`config.mk`:
```
export PLATFORM = sky130hd
export DESIGN_NAME = crc_stream_frame_packer_core
export DESIGN_NICKNAME = d
export VERILOG_FILES = /design/src/csfp_pkg.sv /design/src/csfp_ctrl.sv /design/src/csfp_datapath.sv /design/src/crc_stream_frame_packer_core.sv
export SDC_FILE = /design/constraint.sdc
export NUM_CORES = 2
export LEC_CHECK = 0
export BUFFER_PORTS_ARGS = -buffer_cell sky130_fd_sc_hd__buf_4
export CAP_MARGIN = 20
export CORE_ASPECT_RATIO = 0.5
export CORE_MARGIN = 4
export CORE_UTILIZATION = 57
export DETAILED_ROUTE_END_ITERATION = 10
export GPL_TIMING_DRIVEN = 0
export PLACE_DENSITY = 0.76
export REMOVE_ABC_BUFFERS = 1
export SLEW_MARGIN = 5
export SYNTH_ARGS = -nofsm -noshare
export SYNTH_HDL_FRONTEND = slang
export SYNTH_HIERARCHICAL = 1
export SYNTH_SLANG_ARGS = --single-unit
export TNS_END_PERCENT = 100
```
`constraint.sdc`:
```
create_clock -name clk -period 6.75 [get_ports clk]
set_input_delay 0 -clock clk [delete_from_list [all_inputs] [get_ports clk]]
set_output_delay 0 -clock clk [all_outputs]
set_load 0.1 [all_outputs]
```
`src/csfp_pkg.sv`:
```
// Shared types, constants and CRC-32 helpers for the stream frame packer.
// No dependencies; every other file in src imports this package.
package csfp_pkg;

    localparam int PAYLOAD_BYTES_DEF = 64;

    localparam logic [31:0] CRC_POLY    = 32'hEDB88320;
    localparam logic [31:0] FRM_MAGIC   = 32'h31534C50;
    localparam int          HDR_WORDS   = 5;
    localparam int          CTYPE_BYTES = 24;
    localparam int          CTYPE_WORDS = CTYPE_BYTES / 4;
    localparam int          END_BYTES   = 8;

    localparam logic [7:0] FT_BEGIN = 8'd1;
    localparam logic [7:0] FT_DATA  = 8'd2;
    localparam logic [7:0] FT_END   = 8'd3;
    localparam logic [7:0] FT_ABORT = 8'd4;

    typedef enum logic [1:0] {
        ACT_START = 2'd0,
        ACT_DATA  = 2'd1,
        ACT_END   = 2'd2,
        ACT_ABORT = 2'd3
    } action_t;

    typedef enum logic [1:0] {
        FK_BEGIN,
        FK_DATA,
        FK_END,
        FK_ABORT
    } frame_kind_t;

    typedef enum logic [2:0] {
        ST_IDLE,
        ST_ECRC,
        ST_BEGIN,
        ST_DATA,
        ST_END,
        ST_ABORT
    } state_t;

    typedef struct packed {
        logic        take;
        logic        emit;
        frame_kind_t kind;
        logic        ecrc_step;
        logic        item_last;
    } ctrl_cmd_t;

    typedef struct packed {
        logic begun;
        logic pend_nz;
        logic pend_full;
        logic pend_last;
        logic fire;
        logic word_last;
        logic ecrc_last;
    } dp_stat_t;

    // One byte through the reflected CRC-32, stored in its final-xored form
    function automatic logic [31:0] crc_add(input logic [31:0] crc, input logic [7:0] b);
        logic [31:0] c;
        c = ~crc ^ {24'd0, b};
        for (int k = 0; k < 8; k++) begin
            c = (c >> 1) ^ (CRC_POLY & {32{c[0]}});
        end
        return ~c;
    endfunction

    // Content-type text of the begin frame, four bytes a word, first byte low
    function automatic logic [31:0] ctype_word(input logic [2:0] idx);
        logic [31:0] w;
        unique case (idx)
            3'd0:    w = 32'h74786574;
            3'd1:    w = 32'h616C702F;
            3'd2:    w = 32'h633B6E69;
            3'd3:    w = 32'h73726168;
            3'd4:    w = 32'h753D7465;
            3'd5:    w = 32'h382D6674;
            default: w = 32'd0;
        endcase
        return w;
    endfunction

    function automatic logic [31:0] ctype_crc();
        logic [31:0] c;
        logic [31:0] w;
        c = 32'd0;
        for (int k = 0; k < CTYPE_WORDS; k++) begin
            w = ctype_word(3'(k));
            for (int j = 0; j < 4; j++) begin
                c = crc_add(c, w[8*j +: 8]);
            end
        end
        return c;
    endfunction

    localparam logic [31:0] CTYPE_CRC = ctype_crc();

endpackage

```
`src/csfp_ctrl.sv`:
```
// Controller state machine for the stream frame packer.
// Depends on csfp_pkg; drives the datapath through ctrl_cmd_t.
module csfp_ctrl (
    input  logic                 clk,
    input  logic                 rst_n,
    input  logic                 in_valid,
    input  logic [1:0]           action,
    input  csfp_pkg::dp_stat_t   stat,
    output csfp_pkg::ctrl_cmd_t  cmd,
    output logic                 in_stall
);
    import csfp_pkg::*;

    state_t  state_reg;
    state_t  state_next;
    action_t act_reg;
    action_t act_next;
    action_t act_in;
    logic    take;
    logic    frame_done;

    assign act_in     = action_t'(action);
    assign take       = in_valid && (state_reg == ST_IDLE);
    assign frame_done = stat.fire && stat.word_last;
    assign act_next   = take ? act_in : act_reg;

    always_ff @(posedge clk or negedge rst_n)
    begin
        if (!rst_n)
        begin
            state_reg <= ST_IDLE;
            act_reg   <= ACT_START;
        end
        else
        begin
            state_reg <= state_next;
            act_reg   <= act_next;
        end
    end

    // Next state
    always_comb
    begin
        state_next = state_reg;
        unique case (state_reg)
            ST_IDLE:
            begin
                if (take)
                begin
                    unique case (act_in)
                        ACT_START: state_next = ST_IDLE;
                        ACT_DATA:
                        begin
                            if (!stat.begun)
                                state_next = ST_BEGIN;
                            else if (stat.pend_last)
                                state_next = ST_DATA;
                            else
                                state_next = ST_IDLE;
                        end
                        ACT_END:   state_next = ST_ECRC;
                        ACT_ABORT: state_next = ST_ABORT;
                        default:   state_next = ST_IDLE;
                    endcase
                end
            end
            ST_ECRC:
            begin
                if (stat.ecrc_last)
                begin
                    if (!stat.begun)
                        state_next = ST_BEGIN;
                    else if (stat.pend_nz)
                        state_next = ST_DATA;
                    else
                        state_next = ST_END;
                end
            end
            ST_BEGIN:
            begin
                if (frame_done)
                begin
                    if (act_reg == ACT_END)
                        state_next = stat.pend_nz ? ST_DATA : ST_END;
                    else
                        state_next = stat.pend_full ? ST_DATA : ST_IDLE;
                end
            end
            ST_DATA:
            begin
                if (frame_done)
                    state_next = (act_reg == ACT_END) ? ST_END : ST_IDLE;
            end
            ST_END, ST_ABORT:
            begin
                if (frame_done)
                    state_next = ST_IDLE;
            end
            default: state_next = ST_IDLE;
        endcase
    end

    // Outputs
    always_comb
    begin
        cmd.take      = take;
        cmd.ecrc_step = (state_reg == ST_ECRC);
        cmd.item_last = (state_next == ST_IDLE);
        in_stall      = (state_reg != ST_IDLE);
        unique case (state_reg)
            ST_BEGIN:
            begin
                cmd.emit = 1'b1;
                cmd.kind = FK_BEGIN;
            end
            ST_DATA:
            begin
                cmd.emit = 1'b1;
                cmd.kind = FK_DATA;
            end
            ST_END:
            begin
                cmd.emit = 1'b1;
                cmd.kind = FK_END;
            end
            ST_ABORT:
            begin
                cmd.emit = 1'b1;
                cmd.kind = FK_ABORT;
            end
            default:
            begin
                cmd.emit = 1'b0;
                cmd.kind = FK_DATA;
            end
        endcase
    end

endmodule

```
`src/csfp_datapath.sv`:
```
// Datapath of the stream frame packer: stream state, payload buffer,
// CRC units, frame word builder and output register. Depends on csfp_pkg.
module csfp_datapath #(
    parameter int PAYLOAD_BYTES = csfp_pkg::PAYLOAD_BYTES_DEF
) (
    input  logic                 clk,
    input  logic                 rst_n,
    input  csfp_pkg::ctrl_cmd_t  cmd,
    output csfp_pkg::dp_stat_t   stat,
    input  logic [1:0]           action,
    input  logic [7:0]           data_byte,
    output logic                 out_valid,
    input  logic                 out_stall,
    output logic [31:0]          frame_word,
    output logic [2:0]           valid_bytes,
    output logic                 frame_last,
    output logic                 item_last
);
    import csfp_pkg::*;

    localparam int CNT_W     = $clog2(PAYLOAD_BYTES + 1);
    localparam int ROWS      = (PAYLOAD_BYTES + 3) / 4;
    localparam int ROW_W     = (ROWS > 1) ? $clog2(ROWS) : 1;
    localparam int MAX_WORDS = HDR_WORDS + ROWS + CTYPE_WORDS;
    localparam int WC_W      = $clog2(MAX_WORDS + 1);

    // Stream state
    logic [31:0]      nsid_reg, nsid_next;
    logic [31:0]      sid_reg, sid_next;
    logic [31:0]      seq_reg, seq_next;
    logic [31:0]      total_reg, total_next;
    logic [31:0]      tcrc_reg, tcrc_next;
    logic [31:0]      chunk_reg, chunk_next;
    logic [CNT_W-1:0] pend_reg, pend_next;
    logic             begun_reg, begun_next;
    logic [31:0]      ecrc_reg, ecrc_next;
    logic [2:0]       ecnt_reg, ecnt_next;
    logic [WC_W-1:0]  wcnt_reg, wcnt_next;

    // Output register
    logic             out_valid_reg;
    logic [31:0]      word_reg;
    logic [2:0]       vb_reg;
    logic             flast_reg;
    logic             ilast_reg;

    // Payload buffer, four byte lanes to a row
    logic [31:0]      buf_mem [ROWS];
    logic [31:0]      rd_data_reg;
    logic [ROW_W-1:0] wr_row;
    logic [1:0]       wr_lane;
    logic [ROW_W-1:0] rd_row;
    logic [WC_W-1:0]  rd_idx;
    logic             wr_en;

    action_t          act_in;
    logic             fire;
    logic             frame_done;
    logic [63:0]      end_pl;
    logic [63:0]      end_shift;
    logic [7:0]       ebyte;
    logic [31:0]      nsid_inc;

    // Frame builder
    logic [7:0]       f_type;
    logic [31:0]      f_seq;
    logic [15:0]      f_len;
    logic [31:0]      f_crc;
    logic             hdr;
    logic [WC_W-1:0]  pidx;
    logic [15:0]      p_off;
    logic [15:0]      p_rem;
    logic [31:0]      raw_word;
    logic [31:0]      bld_word;
    logic [2:0]       bld_vb;
    logic             bld_last;

    assign act_in     = action_t'(action);
    assign fire       = !out_valid_reg || !out_stall;
    assign frame_done = cmd.emit && fire && bld_last;
    assign end_pl     = {tcrc_reg, total_reg};
    assign end_shift  = end_pl >> {ecnt_reg, 3'b000};
    assign ebyte      = end_shift[7:0];
    assign nsid_inc   = nsid_reg + 32'd1;

    assign stat.begun     = begun_reg;
    assign stat.pend_nz   = (pend_reg != '0);
    assign stat.pend_full = (pend_reg == CNT_W'(PAYLOAD_BYTES));
    assign stat.pend_last = (pend_reg == CNT_W'(PAYLOAD_BYTES - 1));
    assign stat.fire      = fire;
    assign stat.word_last = bld_last;
    assign stat.ecrc_last = (ecnt_reg == 3'(END_BYTES - 1));

    // Frame descriptor
    always_comb
    begin
        unique case (cmd.kind)
            FK_BEGIN:
            begin
                f_type = FT_BEGIN;
                f_seq  = 32'd0;
                f_len  = 16'(CTYPE_BYTES);
                f_crc  = CTYPE_CRC;
            end
            FK_DATA:
            begin
                f_type = FT_DATA;
                f_seq  = seq_reg + 32'd1;
                f_len  = 16'(pend_reg);
                f_crc  = chunk_reg;
            end
            FK_END:
            begin
                f_type = FT_END;
                f_seq  = seq_reg + 32'd1;
                f_len  = 16'(END_BYTES);
                f_crc  = ecrc_reg;
            end
            default:
            begin
                f_type = FT_ABORT;
                f_seq  = seq_reg + 32'd1;
                f_len  = 16'd0;
                f_crc  = 32'd0;
            end
        endcase
    end

    // Word builder
    always_comb
    begin
        hdr   = (wcnt_reg < WC_W'(HDR_WORDS));
        pidx  = wcnt_reg - WC_W'(HDR_WORDS);
        p_off = 16'({pidx, 2'b00});
        p_rem = f_len - p_off;

        unique case (cmd.kind)
            FK_BEGIN: raw_word = ctype_word(3'(pidx));
            FK_DATA:  raw_word = rd_data_reg;
            FK_END:   raw_word = (pidx == '0) ? total_reg : tcrc_reg;
            default:  raw_word = 32'd0;
        endcase

        if (hdr)
        begin
            bld_vb   = 3'd4;
            bld_last = (wcnt_reg == WC_W'(HDR_WORDS - 1)) && (f_len == 16'd0);
            unique case (wcnt_reg[2:0])
                3'd0:    bld_word = FRM_MAGIC;
                3'd1:    bld_word = {f_len[15:8], f_len[7:0], 8'h00, f_type};
                3'd2:    bld_word = sid_reg;
                3'd3:    bld_word = f_seq;
                default: bld_word = f_crc;
            endcase
        end
        else
        begin
            bld_vb   = (p_rem >= 16'd4) ? 3'd4 : p_rem[2:0];
            bld_last = (p_rem <= 16'd4);
            for (int j = 0; j < 4; j++)
            begin
                bld_word[8*j +: 8] = (3'(j) < bld_vb) ? raw_word[8*j +: 8] : 8'h00;
            end
        end
    end

    // State update
    always_comb
    begin
        nsid_next  = nsid_reg;
        sid_next   = sid_reg;
        seq_next   = seq_reg;
        total_next = total_reg;
        tcrc_next  = tcrc_reg;
        chunk_next = chunk_reg;
        pend_next  = pend_reg;
        begun_next = begun_reg;
        ecrc_next  = ecrc_reg;
        ecnt_next  = ecnt_reg;

        if (cmd.take)
        begin
            unique case (act_in)
                ACT_START:
                begin
                    sid_next   = nsid_reg;
                    nsid_next  = (nsid_inc == 32'd0) ? 32'd1 : nsid_inc;
                    seq_next   = '0;
                    total_next = '0;
                    tcrc_next  = '0;
                    chunk_next = '0;
                    pend_next  = '0;
                    begun_next = 1'b0;
                end
                ACT_DATA:
                begin
                    pend_next  = pend_reg + CNT_W'(1);
                    chunk_next = crc_add(chunk_reg, data_byte);
                    tcrc_next  = crc_add(tcrc_reg, data_byte);
                    total_next = total_reg + 32'd1;
                end
                ACT_END:
                begin
                    ecrc_next = '0;
                    ecnt_next = '0;
                end
                default:
                begin
                end
            endcase
        end

        if (cmd.ecrc_step)
        begin
            ecrc_next = crc_add(ecrc_reg, ebyte);
            ecnt_next = ecnt_reg + 3'd1;
        end

        if (frame_done)
        begin
            unique case (cmd.kind)
                FK_BEGIN: begun_next = 1'b1;
                FK_DATA:
                begin
                    seq_next   = seq_reg + 32'd1;
                    pend_next  = '0;
                    chunk_next = '0;
                end
                default:
                begin
                    // end of stream or abort: drop per-stream state
                    seq_next   = '0;
                    total_next = '0;
                    tcrc_next  = '0;
                    chunk_next = '0;
                    pend_next  = '0;
                    begun_next = 1'b0;
                end
            endcase
        end
    end

    always_comb
    begin
        if (cmd.emit && fire)
            wcnt_next = bld_last ? '0 : wcnt_reg + WC_W'(1);
        else
            wcnt_next = wcnt_reg;
    end

    always_ff @(posedge clk or negedge rst_n)
    begin
        if (!rst_n)
        begin
            nsid_reg      <= 32'd1;
            sid_reg       <= '0;
            seq_reg       <= '0;
            total_reg     <= '0;
            tcrc_reg      <= '0;
            chunk_reg     <= '0;
            pend_reg      <= '0;
            begun_reg     <= 1'b0;
            ecrc_reg      <= '0;
            ecnt_reg      <= '0;
            wcnt_reg      <= '0;
            out_valid_reg <= 1'b0;
        end
        else
        begin
            nsid_reg  <= nsid_next;
            sid_reg   <= sid_next;
            seq_reg   <= seq_next;
            total_reg <= total_next;
            tcrc_reg  <= tcrc_next;
            chunk_reg <= chunk_next;
            pend_reg  <= pend_next;
            begun_reg <= begun_next;
            ecrc_reg  <= ecrc_next;
            ecnt_reg  <= ecnt_next;
            wcnt_reg  <= wcnt_next;
            if (cmd.emit && fire)
                out_valid_reg <= 1'b1;
            else if (!out_stall)
                out_valid_reg <= 1'b0;
        end
    end

    always_ff @(posedge clk)
    begin
        if (cmd.emit && fire)
        begin
            word_reg  <= bld_word;
            vb_reg    <= bld_vb;
            flast_reg <= bld_last;
            ilast_reg <= bld_last && cmd.item_last;
        end
    end

    // Buffer: write one byte per data word, read one row ahead of the builder
    assign wr_en   = cmd.take && (act_in == ACT_DATA);
    assign wr_row  = ROW_W'(pend_reg >> 2);
    assign wr_lane = pend_reg[1:0];
    assign rd_idx  = (wcnt_next >= WC_W'(HDR_WORDS)) ? wcnt_next - WC_W'(HDR_WORDS) : '0;
    assign rd_row  = ROW_W'(rd_idx);

    always_ff @(posedge clk)
    begin
        if (wr_en)
            buf_mem[wr_row][{wr_lane, 3'b000} +: 8] <= data_byte;
        rd_data_reg <= buf_mem[rd_row];
    end

    assign out_valid   = out_valid_reg;
    assign frame_word  = word_reg;
    assign valid_bytes = vb_reg;
    assign frame_last  = flast_reg;
    assign item_last   = ilast_reg;

`ifndef SYNTHESIS
    a_pend_bound: assert property (@(posedge clk) disable iff (!rst_n)
        pend_reg <= CNT_W'(PAYLOAD_BYTES))
        else $error("pending byte count beyond buffer size");

    a_flush_clears: assert property (@(posedge clk) disable iff (!rst_n)
        (frame_done && cmd.kind == FK_DATA) |=> (pend_reg == '0))
        else $error("pending bytes left after data frame");

    a_item_on_frame_end: assert property (@(posedge clk) disable iff (!rst_n)
        (out_valid_reg && ilast_reg) |-> flast_reg)
        else $error("item end marked inside a frame");

    a_wcnt_idle: assert property (@(posedge clk) disable iff (!rst_n)
        !cmd.emit |-> (wcnt_reg == '0))
        else $error("word counter busy outside a frame");
`endif

endmodule

```
`src/crc_stream_frame_packer_core.sv`:
```
// Top level of the stream frame packer: controller plus datapath.
// Depends on csfp_pkg, csfp_ctrl and csfp_datapath.
//
// Takes one action word at a time and emits frames as 32-bit words, first
// byte in bits 7:0, one word per cycle while out_stall is low. A start, or a
// data byte that neither opens a stream nor fills the buffer, leaves the core
// idle, so bytes stream in back to back. Frame lengths in words: begin 11,
// data 5 + ceil(n/4) for n buffered bytes, end 7, abort 5. An end action first
// runs the end-frame CRC through the byte-wide CRC unit.
// in_stall stays high from the cycle after an item that produces frames until
// its last word has entered the output register; the buffer is a row memory
// with one write port and one read port, read one row ahead of the word builder.
module crc_stream_frame_packer_core #(
    parameter int PAYLOAD_BYTES = csfp_pkg::PAYLOAD_BYTES_DEF
) (
    input  logic        clk,
    input  logic        rst_n,
    input  logic        in_valid,
    output logic        in_stall,
    input  logic [1:0]  action,
    input  logic [7:0]  data_byte,
    output logic        out_valid,
    input  logic        out_stall,
    output logic [31:0] frame_word,
    output logic [2:0]  valid_bytes,
    output logic        frame_last,
    output logic        item_last
);
    import csfp_pkg::*;

    ctrl_cmd_t cmd;
    dp_stat_t  stat;

    csfp_ctrl u_ctrl (
        .clk      (clk),
        .rst_n    (rst_n),
        .in_valid (in_valid),
        .action   (action),
        .stat     (stat),
        .cmd      (cmd),
        .in_stall (in_stall)
    );

    csfp_datapath #(
        .PAYLOAD_BYTES (PAYLOAD_BYTES)
    ) u_datapath (
        .clk         (clk),
        .rst_n       (rst_n),
        .cmd         (cmd),
        .stat        (stat),
        .action      (action),
        .data_byte   (data_byte),
        .out_valid   (out_valid),
        .out_stall   (out_stall),
        .frame_word  (frame_word),
        .valid_bytes (valid_bytes),
        .frame_last  (frame_last),
        .item_last   (item_last)
    );

endmodule

```
==> results.md <==
- Setup repair after global routing could not meet its margin everywhere.
- The largest register by flop count is u_datapath/buf_mem.
- The congestion estimate from routability-driven global placement came to 0.956.
- The HPWL reported at the end of detailed placement is 75400 µm.
- The critical path data arrival time is 7.25 ns.
- The first global-routing pass estimated 183000 µm of wire.
- The synthesized area divided by synthesized cell count is 11.4 µm².
- The starting DRC count in detailed routing is 4819.
- The floorplan has 68 rows.
- Static timing analysis puts the maximum clock frequency at 0.149 GHz.
- Measured in cells, the most critical reg-to-reg path has a length of 28.
- The hold violation count in the final report came to 0.
- The flow ran to the end, and the final reports show no timing, DRC or antenna violations.
- The placed cell count is 4317.
- The number of H-tree levels is 3.
- Of the post-synthesis cell area, the dominant cell type holds 0.409.
- The first TritonRoute pass finished after 7 iterations.
- The number of global-route vias before repair came to 29500.
- The chip width is 384 µm.
- The maximum number of pins on one net before global-route repair is 99.
- The most frequent cell on the critical path is sky130_fd_sc_hd__buf_16.
- Dividing the detail-routed wire length by the instance count gives 27.4 µm.
- The worst setup path is of the reg -> reg kind.
- At the placement stage, the worst setup path has a slack of -2.91 ns.
- In this run the critical register-to-register path is launched from u_ctrl/state_reg[1].
- The clock period could shrink to 6.73 ns.
- The total global routing overflow is 0.
- In the routed layout, each cell is associated on average with a via count of 6.84.
- The total standard cell area after synthesis is 40300 µm².
- After the last flow step, the layout net total stands at 3570.
- Of the synthesized area, sequential elements account for 0.578.
- The clock passes through at most 3 buffers.
- The total setup violations reported at the end of the flow is 0.
- Hold timing on the final database bottoms out at a slack of 0.104 ns.
- The placed standard-cell area is 41900 µm².
- After routing the design area is 45900 µm².
- The final routed DRC violation total is 0.
- The worst reg2reg path endpoint is u_datapath/rd_data_reg[6].
- After synthesis, the cell types taking the most area are sky130_fd_sc_hd__edfxtp_1 41%, sky130_fd_sc_hd__dfrtp_1 15%, sky130_fd_sc_hd__nand2_1 4.5%.
- The clock slew at the register clock pins of the worst setup and hold paths is 0.07 ns.
- The core area is 69500 µm².
- Yosys mapped a number of flops with a built-in enable equal to 549.
- The initial utilization of the core area, before any placement, comes to 0.580.
- The post-synthesis register bit count is 827.
- Synthesis instantiated 97 different standard cells from the library.
- For flop-to-flop paths, the worst setup slack is 0.02 ns.
- The data required time at the worst endpoint is 7.27 ns.
- The tool flagged a number of max-cap violations equal to 0.
- The worst clock skew on the final layout is 0.0231 ns.
- The yosys synthesis warning count is 6.
- Measured against its own limit, the worst slew margin works out to 0.253.
- The clock insertion delay at the later pin of the skew report is 0.66 ns.
- The final critical-path share of the clock period is 0.997.
- The number of pins exceeding their max-slew limit in the final report is 0.
- The die height is 196 µm.
- The final-layout fill cell count is 4897.
- The finished layout holds 4528 standard cells, fillers aside.
- The async set or reset register ratio after synthesis is 0.297.
- The actual slew at the worst max-slew pin is 1.12 ns.
- The routed layout has 31000 vias.
- sky130_fd_sc_hd__edfxtp_1 takes more of the synthesized area than any other cell.
- In the synthesized netlist, the number of instances is 3527.
- The number of flip-flops under the largest register name is 512.
- sky130_fd_sc_hd__edfxtp_1 is the most common cell in the netlist.
- The maximum net fanout on the critical path is 46.
- The growth of design area from synthesis to finish is 14.0%.
- The total routed wirelength is 124000 µm.
- The sort of element at the end of the critical path is a flop.
- The final worst slack is 0.0206 ns.
- The cell count of the worst hold path is 2.
- The launching instance or port of the critical path is u_ctrl/state_reg[1].
- The highest cell delay on the worst timing path is 0.46 ns.
- 53 I/O pins were placed.
- The commonest register cell after synthesis is sky130_fd_sc_hd__edfxtp_1.
- The slowest stage cell on the critical path is sky130_fd_sc_hd__dfrtp_2.
- CTS saw 827 sinks.
- The number of clock buffers added by TritonCTS is 74.
- In this run the most critical hold path is launched from data_byte[6].
- The share of final-layout standard cells stronger than drive strength 1 is 0.134.
- In the synthesized netlist, the cells that appear most often are 549 x sky130_fd_sc_hd__edfxtp_1, 488 x sky130_fd_sc_hd__nand2_1, 252 x sky130_fd_sc_hd__nor2_1.
- The type of the most critical hold path is in -> reg.
- The number of antenna violations at the first check in global routing came to 4.
- The kind of start point of the critical path is a flop.
- The combined global-route utilization of all metal layers is 0.318.
- The remaining antenna violation count is 0.
- The root buffer cell chosen for the clock tree is sky130_fd_sc_hd__clkbuf_16.
- TritonCTS built the clock tree.
- The die area is 75300 µm².
- The number of input and output port buffers inserted is 52.
- For hold timing, the worst endpoint is u_datapath/buf_mem[7][30].
## per-layer routing
layer / global-route usage / up-vias / share of wire
li1: - / 13000 / -
met1: 0.418 / 15100 / 0.36
met2: 0.492 / 2389 / 0.45
met3: 0.0927 / 452 / 0.13
met4: 0.144 / 2 / 0.053
met5: 0 / - / 0.00010
## through the flow
step | setup TNS (ns) | utilization
floorplan | -282.03 | -
global placement | -2756.86 | 0.587
detailed placement | -80.18 | 0.602
CTS | 0 | 0.655
global route | -0.147 | 0.661
finish | 0 | 0.661
## cells by family after synthesis
kind of cell	share of synthesized area
simple gates	0.123
flops	0.578
compound gates	0.137
buf+inv	0.0351
xor+xnor	0.0692
mux	0.0463
fa+ha+maj	0.0116
## how the worst max path moves through the flow
| stage | end | cells after the start |
|---|---|---|
| after floorplan | u_datapath/rd_data_reg[29] | 22 |
| after global placement | u_datapath/rd_data_reg[1] | 22 |
| after detailed placement | u_datapath/rd_data_reg[15] | 27 |
| after CTS | u_datapath/rd_data_reg[25] | 29 |
| after global routing | u_datapath/rd_data_reg[15] | 28 |
| final | u_datapath/rd_data_reg[6] | 28 |
## area by class of cell
type | count | area, µm² | share of cell area
antenna | 5 | 12.5 | 0.000272
clock buffer | 102 | 2090 | 0.0455
clock inverter | 32 | 327 | 0.00711
inverter | 96 | 412 | 0.00896
multi-input combinational | 2355 | 16600 | 0.360
sequential | 827 | 23300 | 0.507
tap | 945 | 1180 | 0.0257
timing repair buffer | 163 | 2060 | 0.0448
timing repair inverter | 3 | 26.3 | 0.000572
## layout by cell type (no fill, tap or decap), types with 17 or more instances in the layout
cell type                   synthesis  routed
sky130_fd_sc_hd__edfxtp_1         549     549
sky130_fd_sc_hd__nand2_1          488     485
sky130_fd_sc_hd__dfrtp_1          245     242
sky130_fd_sc_hd__nor2_1           252     241
sky130_fd_sc_hd__xnor2_1          186     185
sky130_fd_sc_hd__o21ai_0          177     175
sky130_fd_sc_hd__xor2_1           121     121
sky130_fd_sc_hd__mux2i_1          110     110
sky130_fd_sc_hd__a22oi_1          100     100
sky130_fd_sc_hd__buf_4             11      97
sky130_fd_sc_hd__inv_1             92      90
sky130_fd_sc_hd__clkbuf_16          0      78
sky130_fd_sc_hd__and2_1            73      73
sky130_fd_sc_hd__o22ai_1           67      65
sky130_fd_sc_hd__nor3_1            50      49
sky130_fd_sc_hd__a221oi_1          65      49
sky130_fd_sc_hd__nand3_1           43      40
sky130_fd_sc_hd__a22o_1            39      39
sky130_fd_sc_hd__a211oi_1          67      35
sky130_fd_sc_hd__mux2_2            35      35
sky130_fd_sc_hd__a2111oi_0         34      32
sky130_fd_sc_hd__dfxtp_1           32      32
sky130_fd_sc_hd__a211oi_2           0      31
sky130_fd_sc_hd__nand4_1           31      31
sky130_fd_sc_hd__o32ai_1           33      30
sky130_fd_sc_hd__o2111a_1          30      30
sky130_fd_sc_hd__ha_1              34      29
sky130_fd_sc_hd__and3_1            27      27
sky130_fd_sc_hd__a21oi_1           28      25
sky130_fd_sc_hd__a222oi_1          22      22
sky130_fd_sc_hd__buf_16             0      21
sky130_fd_sc_hd__nor4_1            32      20
sky130_fd_sc_hd__clkbuf_1         188      17
## critical path, delay by kind of cell (launching register included)
kind / cells / cell delay, ns
simple gates: 8 / 1.60
fa+ha+maj: 4 / 1.39
compound gates: 7 / 1.53
flops: 1 / 0.46
buf+inv: 9 / 1.51
## what timing repair did
| item | 4_1_cts | 5_1_grt |
|---|---|---|
| setup buffers | 33 | 10 |
| hold endpoints to repair | 226 | 0 |
| resized for setup | 94 | 43 |
| cloned | 11 | 4 |
| pin swaps | 20 | 15 |
| hold buffers | 10 | 0 |
| setup endpoints to repair | 32 | 32 |
Power is not shown: default switching activity piles up to over one toggle a cycle in this logic, so the estimate is an artifact.
